===== config.mk =====
export PLATFORM = sky130hd
export DESIGN_NAME = sbs_ctrl
export DESIGN_NICKNAME = d
export VERILOG_FILES = /design/src/hw/rtl/sbs_pkg.sv /design/src/hw/rtl/sbs_ctrl.sv
export SDC_FILE = /design/constraint.sdc
export NUM_CORES = 1
export LEC_CHECK = 0
export ABC_AREA = 1
export BUFFER_PORTS_ARGS = -buffer_cell sky130_fd_sc_hd__buf_2
export CORE_AREA = 5 5 42 44
export DETAILED_ROUTE_END_ITERATION = 10
export DIE_AREA = 0 0 47 49
export PLACE_DENSITY = 0.36
export SLEW_MARGIN = 20
export SYNTH_ARGS = -nofsm -noshare
export SYNTH_HDL_FRONTEND = slang
export SYNTH_SLANG_ARGS = --single-unit

===== constraint.sdc =====
create_clock -name clk_i -period 1.1 [get_ports clk_i]
set_input_delay 0.22 -clock clk_i [delete_from_list [all_inputs] [get_ports clk_i]]
set_output_delay 0.22 -clock clk_i [all_outputs]
set_load 0.03 [all_outputs]

===== src/hw/rtl/sbs_pkg.sv =====
`timescale 1ns / 1ps
// ----------------------------------------------------------------------------
// sbs_pkg: shared types and constants for the sorted table search block
// Request opcodes, field widths, controller states and the command and
// status groups that pass between controller and datapath.
// ----------------------------------------------------------------------------
package sbs_pkg;

  localparam int IdxW   = 10;
  localparam int FieldW = 32;
  localparam int HighW  = 11;
  localparam int BoundW = 12;

  localparam logic OP_WRITE  = 1'b0;
  localparam logic OP_SEARCH = 1'b1;

  typedef enum logic [1:0] {
    ST_IDLE,
    ST_PROBE,
    ST_CMP,
    ST_FINISH
  } state_e;

  typedef struct packed {
    logic wr;
    logic load;
    logic probe;
    logic step;
    logic emit;
  } cmd_t;

  typedef struct packed {
    logic empty;
    logic hit;
    logic res_free;
  } sts_t;

endpackage


===== src/hw/rtl/sbs_ctrl.sv =====
`timescale 1ns / 1ps
// ----------------------------------------------------------------------------
// sbs_ctrl: search sequencer
// Accepts requests, steps the datapath through probe and compare cycles
// and hands the result to the output register.
// ----------------------------------------------------------------------------
module sbs_ctrl (
  input  logic          clk_i,
  input  logic          rst_ni,
  input  logic          in_valid_i,
  input  logic          op_i,
  output logic          in_ready_o,
  input  sbs_pkg::sts_t sts_i,
  output sbs_pkg::cmd_t cmd_o
);
  import sbs_pkg::*;

  state_e state_q, state_d;

  always_ff @(posedge clk_i or negedge rst_ni) begin
    if (!rst_ni) begin
      state_q <= ST_IDLE;
    end else begin
      state_q <= state_d;
    end
  end

  always_comb begin
    state_d    = state_q;
    cmd_o      = '0;
    in_ready_o = 1'b0;
    unique case (state_q)
      ST_IDLE: begin
        in_ready_o = 1'b1;
        if (in_valid_i) begin
          if (op_i == OP_SEARCH) begin
            cmd_o.load = 1'b1;
            state_d    = ST_PROBE;
          end else begin
            cmd_o.wr = 1'b1;
          end
        end
      end
      ST_PROBE: begin
        if (sts_i.empty) begin
          state_d = ST_FINISH;
        end else begin
          cmd_o.probe = 1'b1;
          state_d     = ST_CMP;
        end
      end
      ST_CMP: begin
        cmd_o.step = 1'b1;
        state_d    = sts_i.hit ? ST_FINISH : ST_PROBE;
      end
      ST_FINISH: begin
        if (sts_i.res_free) begin
          cmd_o.emit = 1'b1;
          state_d    = ST_IDLE;
        end
      end
      default: state_d = ST_IDLE;
    endcase
  end

endmodule


==> results of run 1 <==
layout make-up:
class | count | area, sq um
fillers | 164 | 1050
repair buffers | 16 | 120
multi-input cells | 18 | 116
flip-flops and latches | 2 | 52.6
clock buffers | 3 | 22.5
well taps | 16 | 20.0
inverters | 4 | 15.0
power by group through the flow:
stage                     Combinational [mW]  Sequential (mW)  Clock, mW
final                                  0.586            0.222      0.162
after global routing                   0.647            0.234      0.182
after CTS                              0.519            0.222      0.173
after detailed placement               0.452            0.222          0
after global placement                 0.450            0.222          0
after floorplan                        0.321            0.206          0
metrics by stage:
| stage | cell area (sq um) | power, mW | setup slack, ps | std cells |
|---|---|---|---|---|
| after floorplan | 176 | 0.527 | -107 | 24 |
| after CTS | 324 | 0.914 | -255 | 58 |
| after global routing | 347 | 1.06 | -291 | 59 |
| after global placement | 264 | 0.672 | -62.2 | 53 |
| after detailed placement | 264 | 0.675 | -60.8 | 53 |
| final | 347 | 0.970 | -207 | 59 |
how the worst max path moves through the flow:
| stage | startpoint | to | slack, ps | cells past startpoint |
|---|---|---|---|---|
| floorplan | state_q[0]$_DFFE_PN0P_ | cmd_o[4] | -110 | 3 |
| global placement | state_q[1]$_DFFE_PN0P_ | cmd_o[4] | -60 | 4 |
| detailed placement | state_q[1]$_DFFE_PN0P_ | cmd_o[4] | -60 | 4 |
| CTS | state_q[1]$_DFFE_PN0P_ | cmd_o[4] | -250 | 4 |
| global route | state_q[1]$_DFFE_PN0P_ | cmd_o[4] | -290 | 4 |
| finish | state_q[0]$_DFFE_PN0P_ | cmd_o[4] | -210 | 4 |
layer usage:
layer  vias up  share of wire [%]  wire length [um]  track usage (%)
met1        85                 41               194             5.49
met4         0                  0                 0             5.53
met5         -                  0                 0                0
met2        12                 46               218             6.56
met3         0                 13                62             2.58
li1        111                  -                 -                -
timing repair:
action                                  in CTS  in global routing
endpoints found under the setup margin       6                  6
gates resized for setup                      7                  4
pin swaps                                    3                  2
buffers inserted                             1                  1
hold endpoints to repair                     2                  0
hold buffers                                 1                  0
kinds of logic after synthesis:
family / Yosys count / share of synthesized area, %
simple gates: 17 / 50.0
flops: 2 / 35.7
compound gates: 1 / 3.57
buf+inv: 4 / 10.7
worst min-delay path, cell delays in order:
cell and delay [ps]:
buf_2 70, inv_1 50, nand3_1 60, nand2_1 50
cells in the final DEF, fill, tap and decap left out, drive strengths merged:
cell type    Yosys  final
inv              4      4
dlygate4sd3      0      1
nand2           10     10
nor2             4      4
nor3             2      2
dfrtp            2      2
nand3            1      1
clkbuf           0      3
o21ai            1      1
buf              0     15
==> out/qor.csv, run 1 <==
metric,value,unit
DRT antenna net count,0,
Final Hold Viols,0,
Top Family by Delay on Critical Path,flip-flops,
Largest register FFs,2,
clock sink count,2,
GRT overflow,0,
reg2reg path depth,6,
DR iter-0 viols,3,
DRT Wirelength,475,um
post-synth top area share,35.7,%
Fmax achieved,0.765,GHz
final core utilization,24.7,%
status,"finished, violations left",
initial antenna violation count,0,
chip height,49,um
Hold Slack,277,ps
CP Max Fanout,6,
Std-Cell Rows,14,
failing checks,negative setup slack,
hold endpoint,state_q[0]$_DFFE_PN0P_,
r2r startpoint,state_q[0]$_DFFE_PN0P_,
"Max stage delay cell, worst path",dfrtp_2,
I/O pin count,13,
min-delay src,sts_i[0],
clock latency on the worst-skew pair,220,ps
Clock Skews,3.38,ps
CTS tree,yes,
I/O Buffers,12,
power density over the cells,2800,mW/mm^2
Synth top cells by count,"10 x nand2_1, 4 x inv_1, 3 x nor2_1",
slew margin rel.,87.0,%
Critical Path Sink Type,output pin,
Worst-Margin Slew,195,ps
cells along the critical path,nor2_4 > nand2_2 > nor2_4 > buf_6,
CP bufs+invs,1,
Longest Clk Path Bufs,2,
unique cell type count in the Yosys netlist,8,
post-synthesis sequential area ratio,35.7,%
YS warnings,0,
unrepaired setup endpoints after global routing,yes,
sequential share of power,22.9,%
Hold Path Stages,4,
CP Data Required Time,880,ps
"count leader, synth",nand2_1,
largest area contributor in the netlist,dfrtp_1,
RePlAce Congestion,0.613,
first-pass GRT wire length,821,um
Via Count,208,
clock network power share,16.7,%
vias in the first global route,211,
routed length per instance,8.05,um
Max-Cap Viols,0,
Regs by FF count,state_q x2,
register bit total from synthesis,2,
Leak,0.178,nW
CP arrival,1090,ps
predominant post-synthesis flop cell,dfrtp_1,
total CTS buffers,3,
worst hold path type,in -> reg,
layout cells sized above 1,62.8,%
Max stage delay on crit path,450,ps
R2R Path End,state_q[0]$_DFFE_PN0P_,
Clock Tree Root,clkbuf_4,
P_sw,0.464,mW
minimum clock period,1310,ps
CTS H-tree depth,1,
CP Launch Type,flop,
Tcrit/Tclk final,119,%
largest net degree at the start of global routing,8,
Pint,0.506,mW
Ant. Diodes,0,
Syn Nets,31,
Die X,47,um
"EDFF count, synth",0,
combinational fraction of design power,60.5,%
cells after synthesis,24,
mapped cell area,140,sq um
"Clk pin slew, worst setup/hold paths",30,ps
Initial Util,10.0,%
number of iterations in the first detailed-routing pass,4,
DR vias/cell,3.53,
Max VDD drop,0.923,mV
gr usage total,5.14,%
Mean Syn Cell Area,5.84,sq um
Setup WS post-layout,-207,ps
Synth-to-Final Area Change,147,%
Crit path top cell by count,nor2_4,
reg2reg setup slack,50,ps
# DRC,0,
Setup-failing EPs final,6,
Core Area,0.00140,sq mm
"Slew Viols, Final",0,
CP Class,reg -> out,
setup tns final,-1010,ps
"Async S/R FF share, synth",100,%
Nets,52,
Detail Placement HPWL,352,um
Top reg by flops,state_q,
synth top area cells,"dfrtp_1 36%, nand2_1 27%, inv_1 11%",
Die ar.,0.00230,sq mm
Sw Ratio,47.8,%
No activity file was read; power rests on OpenSTA's default activity.
==> run 2: changes to the inputs <==
- clock period: 1.1 -> 1.5 ns (I/O delays scaled with it)
==> out/qor.csv, run 2 (synthesis results as in run 1) <==
metric,value,unit,change
number of buffers added for setup after CTS,0,,-1
layout cells sized above 1,47.5,%,-15 points
Setup-failing EPs final,0,,-6
total CTS buffers,3,,unchanged
Largest register FFs,2,,unchanged
CTS tree,yes,,
CP Data Required Time,1200,ps,+320 ps
setup tns final,0,ps,+1010 ps
initial antenna violation count,0,,unchanged
Worst-Margin Slew,158,ps,-36.8 ps
power density over the cells,2050,mW/mm^2,-27%
Critical Path Sink Type,output pin,,
slew margin rel.,89.5,%,+2.5 points
"Clk pin slew, worst setup/hold paths",30,ps,about the same
largest net degree at the start of global routing,8,,unchanged
FF/Latch Area,52.6,sq um,unchanged
CP Class,reg -> out,,
Std-Cell Rows,14,,unchanged
"commonest cells after routing, fill and taps aside","11 x buf_2, 10 x nand2_1, 4 x inv_1, 4 x clkbuf_4",,
Max VDD drop,0.515,mV,-44%
Top reg by flops,state_q,,
dpl ws,265,ps,+326 ps
I/O Buffers,12,,unchanged
DRT Wirelength,423,um,-11%
Setup WS post-layout,67.2,ps,+274 ps
R2R Path End,state_q[0]$_DFFE_PN0P_,,
Multi-input gate area,77.6,sq um,-33%
Via Count,189,,-9.1%
reg2reg setup slack,630,ps,+580 ps
fillcell total,177,,+7.9%
Detail Placement HPWL,346,um,-1.7%
number of iterations in the first detailed-routing pass,2,,-2
Clock Tree Root,clkbuf_4,,
DR iter-0 viols,2,,-1
Synth-to-Final Area Change,85.7,%,
status,"complete, no violations",,
CP Max Fanout,7,,+1
Initial Util,10.0,%,unchanged
"commonest non-fill, non-tap cell in the layout",buf_2,,
Max-Cap Viols,0,,unchanged
unrepaired setup endpoints after global routing,no,,
clock latency on the worst-skew pair,220,ps,about the same
first-pass GRT wire length,683,um,-17%
CTS H-tree depth,1,,unchanged
I/O pin count,13,,unchanged
minimum clock period,1430,ps,
# DRC,0,,unchanged
reg2reg path depth,4,,-2
Nets,49,,-5.8%
vias in the first global route,154,,-27%
RePlAce Congestion,0.594,,-3.0%
Clock Skews,1.20,ps,-2.18 ps
end of the critical path,cmd_o[4],,
Longest Clk Path Bufs,2,,unchanged
Final Hold Viols,0,,unchanged
r2r startpoint,state_q[1]$_DFFE_PN0P_,,
Fmax achieved,0.698,GHz,
gr usage total,4.30,%,-0.85 points
DR vias/cell,3.38,,-4.3%
Tcrit/Tclk final,95.5,%,
GRT overflow,0,,unchanged
CP Launch Type,flop,,
CP arrival,1130,ps,+40 ps
Leak,0.152,nW,-15%
routed length per instance,7.55,um,-6.2%
clock sink count,2,,unchanged
worst hold path type,in -> reg,,
Die ar.,0.00230,sq mm,unchanged
Regs by FF count,state_q x2,,
Core Area,0.00140,sq mm,unchanged
Ant. Diodes,0,,unchanged
"Slew Viols, Final",0,,unchanged
Die X,47,um,unchanged
chip height,49,um,unchanged
Worst Setup SP,state_q[1]$_DFFE_PN0P_,,
DRT antenna net count,0,,unchanged
==> run 2: how the worst min path moves through the flow <==
| stage | start | endpoint | slack (ps) | depth (start not counted) |
|---|---|---|---|---|
| floorplan | rst_ni | state_q[0]$_DFFE_PN0P_ | 4 | 0 |
| global placement | rst_ni | state_q[0]$_DFFE_PN0P_ | 90 | 1 |
| detailed placement | rst_ni | state_q[0]$_DFFE_PN0P_ | 90 | 1 |
| CTS | sts_i[0] | state_q[0]$_DFFE_PN0P_ | 360 | 4 |
| global route | rst_ni | state_q[0]$_DFFE_PN0P_ | 390 | 2 |
| finish | sts_i[0] | state_q[0]$_DFFE_PN0P_ | 360 | 4 |
==> run 2: stage by stage <==
stage | hold WS (ps) | instances | utilization [%] | power [mW] | instance area [sq um]
6_report | 361 | 56 | 18.6 | 0.533 | 260
5_1_grt | 387 | 56 | 18.6 | 0.600 | 260
2_1_floorplan | 4.41 | 24 | - | 0.329 | 143
4_1_cts | 360 | 56 | 18.2 | 0.539 | 255
3_5_place_dp | 87.1 | 52 | 15.9 | 0.412 | 223
3_3_place_gp | 86.6 | 52 | 15.9 | 0.416 | 223
==> run 2: critical path: stages, from the launching register on <==
cell	delay (ps)
dfrtp_2	440
nor2_2	150
nand2_1	70
nor2_2	70
clkbuf_4	180
==> run 2: cell type report <==
type	instances	area share [%]
inverter	4	5.77
sequential	2	20.2
clock buffer	3	8.65
tap	16	7.69
timing repair buffer	13	27.9
multi-input combinational	18	29.8
==> run 2: timing repair <==
item | in CTS | in global routing
hold buffers | 1 | 0
endpoints found under the setup margin | 0 | 2
endpoints found under the hold margin | 2 | 0
gates resized for setup | 0 | 3
==> run 2: power by group <==
group          internal (mW)  total (mW)  switching, mW
logic                 0.0880       0.275          0.187
clock network         0.0882       0.117         0.0290
registers             0.0882       0.141         0.0530
==> run 2: per-layer routing <==
layer	wire (um)	global-route usage, %
met5	0	0
met2	176	4.30
met4	0	2.76
met1	188	5.49
met3	58	4.06
==> run 3: changes to the inputs <==
- BUFFER_PORTS_ARGS: -buffer_cell sky130_fd_sc_hd__buf_2 -> unset
- CTS_BUF_LIST: unset -> sky130_fd_sc_hd__clkbuf_2 sky130_fd_sc_hd__clkbuf_4 sky130_fd_sc_hd__clkbuf_8
- DONT_BUFFER_PORTS: unset -> 1
- PLACE_DENSITY: 0.36 -> 0.3
- REMOVE_ABC_BUFFERS: unset -> 1
==> out/qor.csv, run 3 (synthesis results as in run 1) <==
metric,value,unit,change
status,"complete, no violations",,
initial antenna violation count,0,,unchanged
Worst Setup SP,state_q[1]$_DFFE_PN0P_,,
Max VDD drop,0.514,mV,-0.11%
clock sink count,2,,unchanged
reg2reg setup slack,460,ps,-170 ps
RePlAce Congestion,0.647,,+9.0%
sequential share of power,25.3,%,-1.2 points
Top Family by Delay on Critical Path,flip-flops,,
unrepaired setup endpoints after global routing,no,,
fillcell total,167,,-5.6%
CP Max Fanout,7,,unchanged
largest net degree at the start of global routing,8,,unchanged
"Clk pin slew, worst setup/hold paths",30,ps,about the same
Die X,47,um,unchanged
number of buffers added for setup after CTS,0,,unchanged
P_sw,0.268,mW,-0.22%
worst hold path type,in -> reg,,
Nets,43,,-12%
first-pass GRT wire length,710,um,+4.0%
CP Launch Type,flop,,
Initial Util,10.0,%,unchanged
GRT overflow,0,,unchanged
Pint,0.280,mW,+6.0%
Hold Path Stages,3,,-1
Via Count,172,,-9.0%
combinational fraction of design power,53.4,%,+1.9 points
Final Hold Viols,0,,unchanged
number of iterations in the first detailed-routing pass,2,,unchanged
R2R Path End,state_q[0]$_DFFE_PN0P_,,
power density over the cells,2300,mW/mm^2,+12%
Fmax achieved,0.718,GHz,+2.9%
dpl ws,324,ps,+59.1 ps
vias in the first global route,198,,+29%
min-delay src,sts_i[0],,
Clock Tree Root,clkbuf_4,,
chip height,49,um,unchanged
slew margin rel.,85.2,%,-4.3 points
clock latency on the worst-skew pair,220,ps,about the same
I/O pin count,13,,unchanged
Critical Path Sink Type,output pin,,
I/O Buffers,0,,-12
Setup-failing EPs final,0,,unchanged
hold endpoint,state_q[0]$_DFFE_PN0P_,,
"Slew Viols, Final",0,,unchanged
clock network power share,21.4,%,-0.6 points
minimum clock period,1390,ps,-40.9 ps
DR iter-0 viols,5,,+3
Largest register FFs,2,,unchanged
reg2reg path depth,5,,+1
Max-Cap Viols,0,,unchanged
"Max stage delay cell, worst path",dfrtp_2,,
Ant. Diodes,0,,unchanged
Sw Ratio,48.9,%,-1.5 points
Max stage delay on crit path,440,ps,about the same
Die ar.,0.00230,sq mm,unchanged
Top reg by flops,state_q,,
CTS H-tree depth,1,,unchanged
Synth-to-Final Area Change,70.5,%,
Setup WS post-layout,108,ps,+40.9 ps
CP Class,reg -> out,,
CTS tree,yes,,
Clock Skews,3.52,ps,+2.32 ps
Worst-Margin Slew,221,ps,+63.0 ps
cells along the critical path,nor2_2 > nand2_1 > nor2_1 > buf_4,,
Regs by FF count,state_q x2,,
DR vias/cell,3.44,,+1.9%
Longest Clk Path Bufs,2,,unchanged
"commonest cells after routing, fill and taps aside","10 x nand2_1, 6 x buf_4, 4 x inv_1, 3 x nor2_1, 3 x clkbuf_4",,
Std-Cell Rows,14,,unchanged
CP arrival,1090,ps,-40 ps
CP bufs+invs,1,,unchanged
"commonest non-fill, non-tap cell in the layout",nand2_1,,
total CTS buffers,3,,unchanged
CP Data Required Time,1200,ps,about the same
DRT antenna net count,0,,unchanged
routed length per instance,8.52,um,+13%
gr usage total,4.37,%,+0.070 points
# DRC,0,,unchanged
Leak,0.131,nW,-14%
Tcrit/Tclk final,92.8,%,-2.7 points
Pwr Total,0.548,mW,+2.9%
r2r startpoint,state_q[1]$_DFFE_PN0P_,,
Core Area,0.00140,sq mm,unchanged
layout cells sized above 1,32.4,%,-15 points
Detail Placement HPWL,337,um,-2.6%
DRT Wirelength,426,um,+0.71%
[run 3: cell types whose count changed in the layout (fill, tap and decap cells not counted)]
| cell | previous run | this run |
|---|---|---|
| buf_2 | 11 | 0 |
| buf_4 | 0 | 6 |
| clkbuf_4 | 4 | 3 |
| dfrtp_1 | 0 | 1 |
| dfrtp_2 | 2 | 1 |
| nor2_1 | 2 | 3 |
| nor2_2 | 2 | 1 |
[run 3: routing by layer]
metal / share of wire (%) / wire (um) / GRT usage [%]
met4: 0 / 0 / 5.53
met2: 41 / 173 / 5.20
met3: 21 / 89 / 2.58
met5: 0 / 0 / 0
met1: 38 / 164 / 4.40
[run 3: power by group through the flow]
| stage | clock network (mW) | logic [mW] | registers, mW |
|---|---|---|---|
| 6_report | 0.117 | 0.293 | 0.139 |
| 5_1_grt | 0.125 | 0.325 | 0.147 |
| 4_1_cts | 0.127 | 0.299 | 0.134 |
| 3_5_place_dp | 0 | 0.295 | 0.135 |
| 3_3_place_gp | 0 | 0.295 | 0.133 |
| 2_1_floorplan | 0 | 0.204 | 0.124 |
[run 3: worst max path at each step]
stage / end / slack (ps) / depth (start not counted)
2_1_floorplan: cmd_o[4] / -70 / 3
3_3_place_gp: cmd_o[4] / 320 / 4
3_5_place_dp: cmd_o[4] / 320 / 4
4_1_cts: cmd_o[4] / 70 / 4
5_1_grt: cmd_o[4] / 30 / 4
6_report: cmd_o[4] / 110 / 4
[run 3: what timing repair did]
action                                  CTS  global route
endpoints found under the hold margin     2             0
endpoints found under the setup margin    0             1
gates resized for setup                   0             1
hold buffers                              1             0
[run 3: worst reg2reg max path, stage by stage, from the launching register on]
cell and delay (ps):
dfrtp_2 440, nor2_2 140, buf_4 180, nand2_1 60
nand2_1 60, nand2_1 50
[run 3: area by class of cell]
class	instances	area [sq um]	share of cell area, %
multi-input cells	18	75.1	31.4
repair buffers	7	55.1	23.0
flip-flops and latches	2	51.3	21.5
clock buffers	3	22.5	9.42
well taps	16	20.0	8.38
inverters	4	15.0	6.28
[run 3: through the flow]
step                instance area (sq um)  utilization [%]  setup TNS, ps  hold slack (ps)  std cells
detailed placement                    205             14.6              0             4.50         46
floorplan                             140                -          -71.0             4.41         24
finish                                239             17.1              0              276         50
global placement                      205             14.6              0             4.50         46
CTS                                   238             17.0              0              273         50
global route                          239             17.1              0              298         50
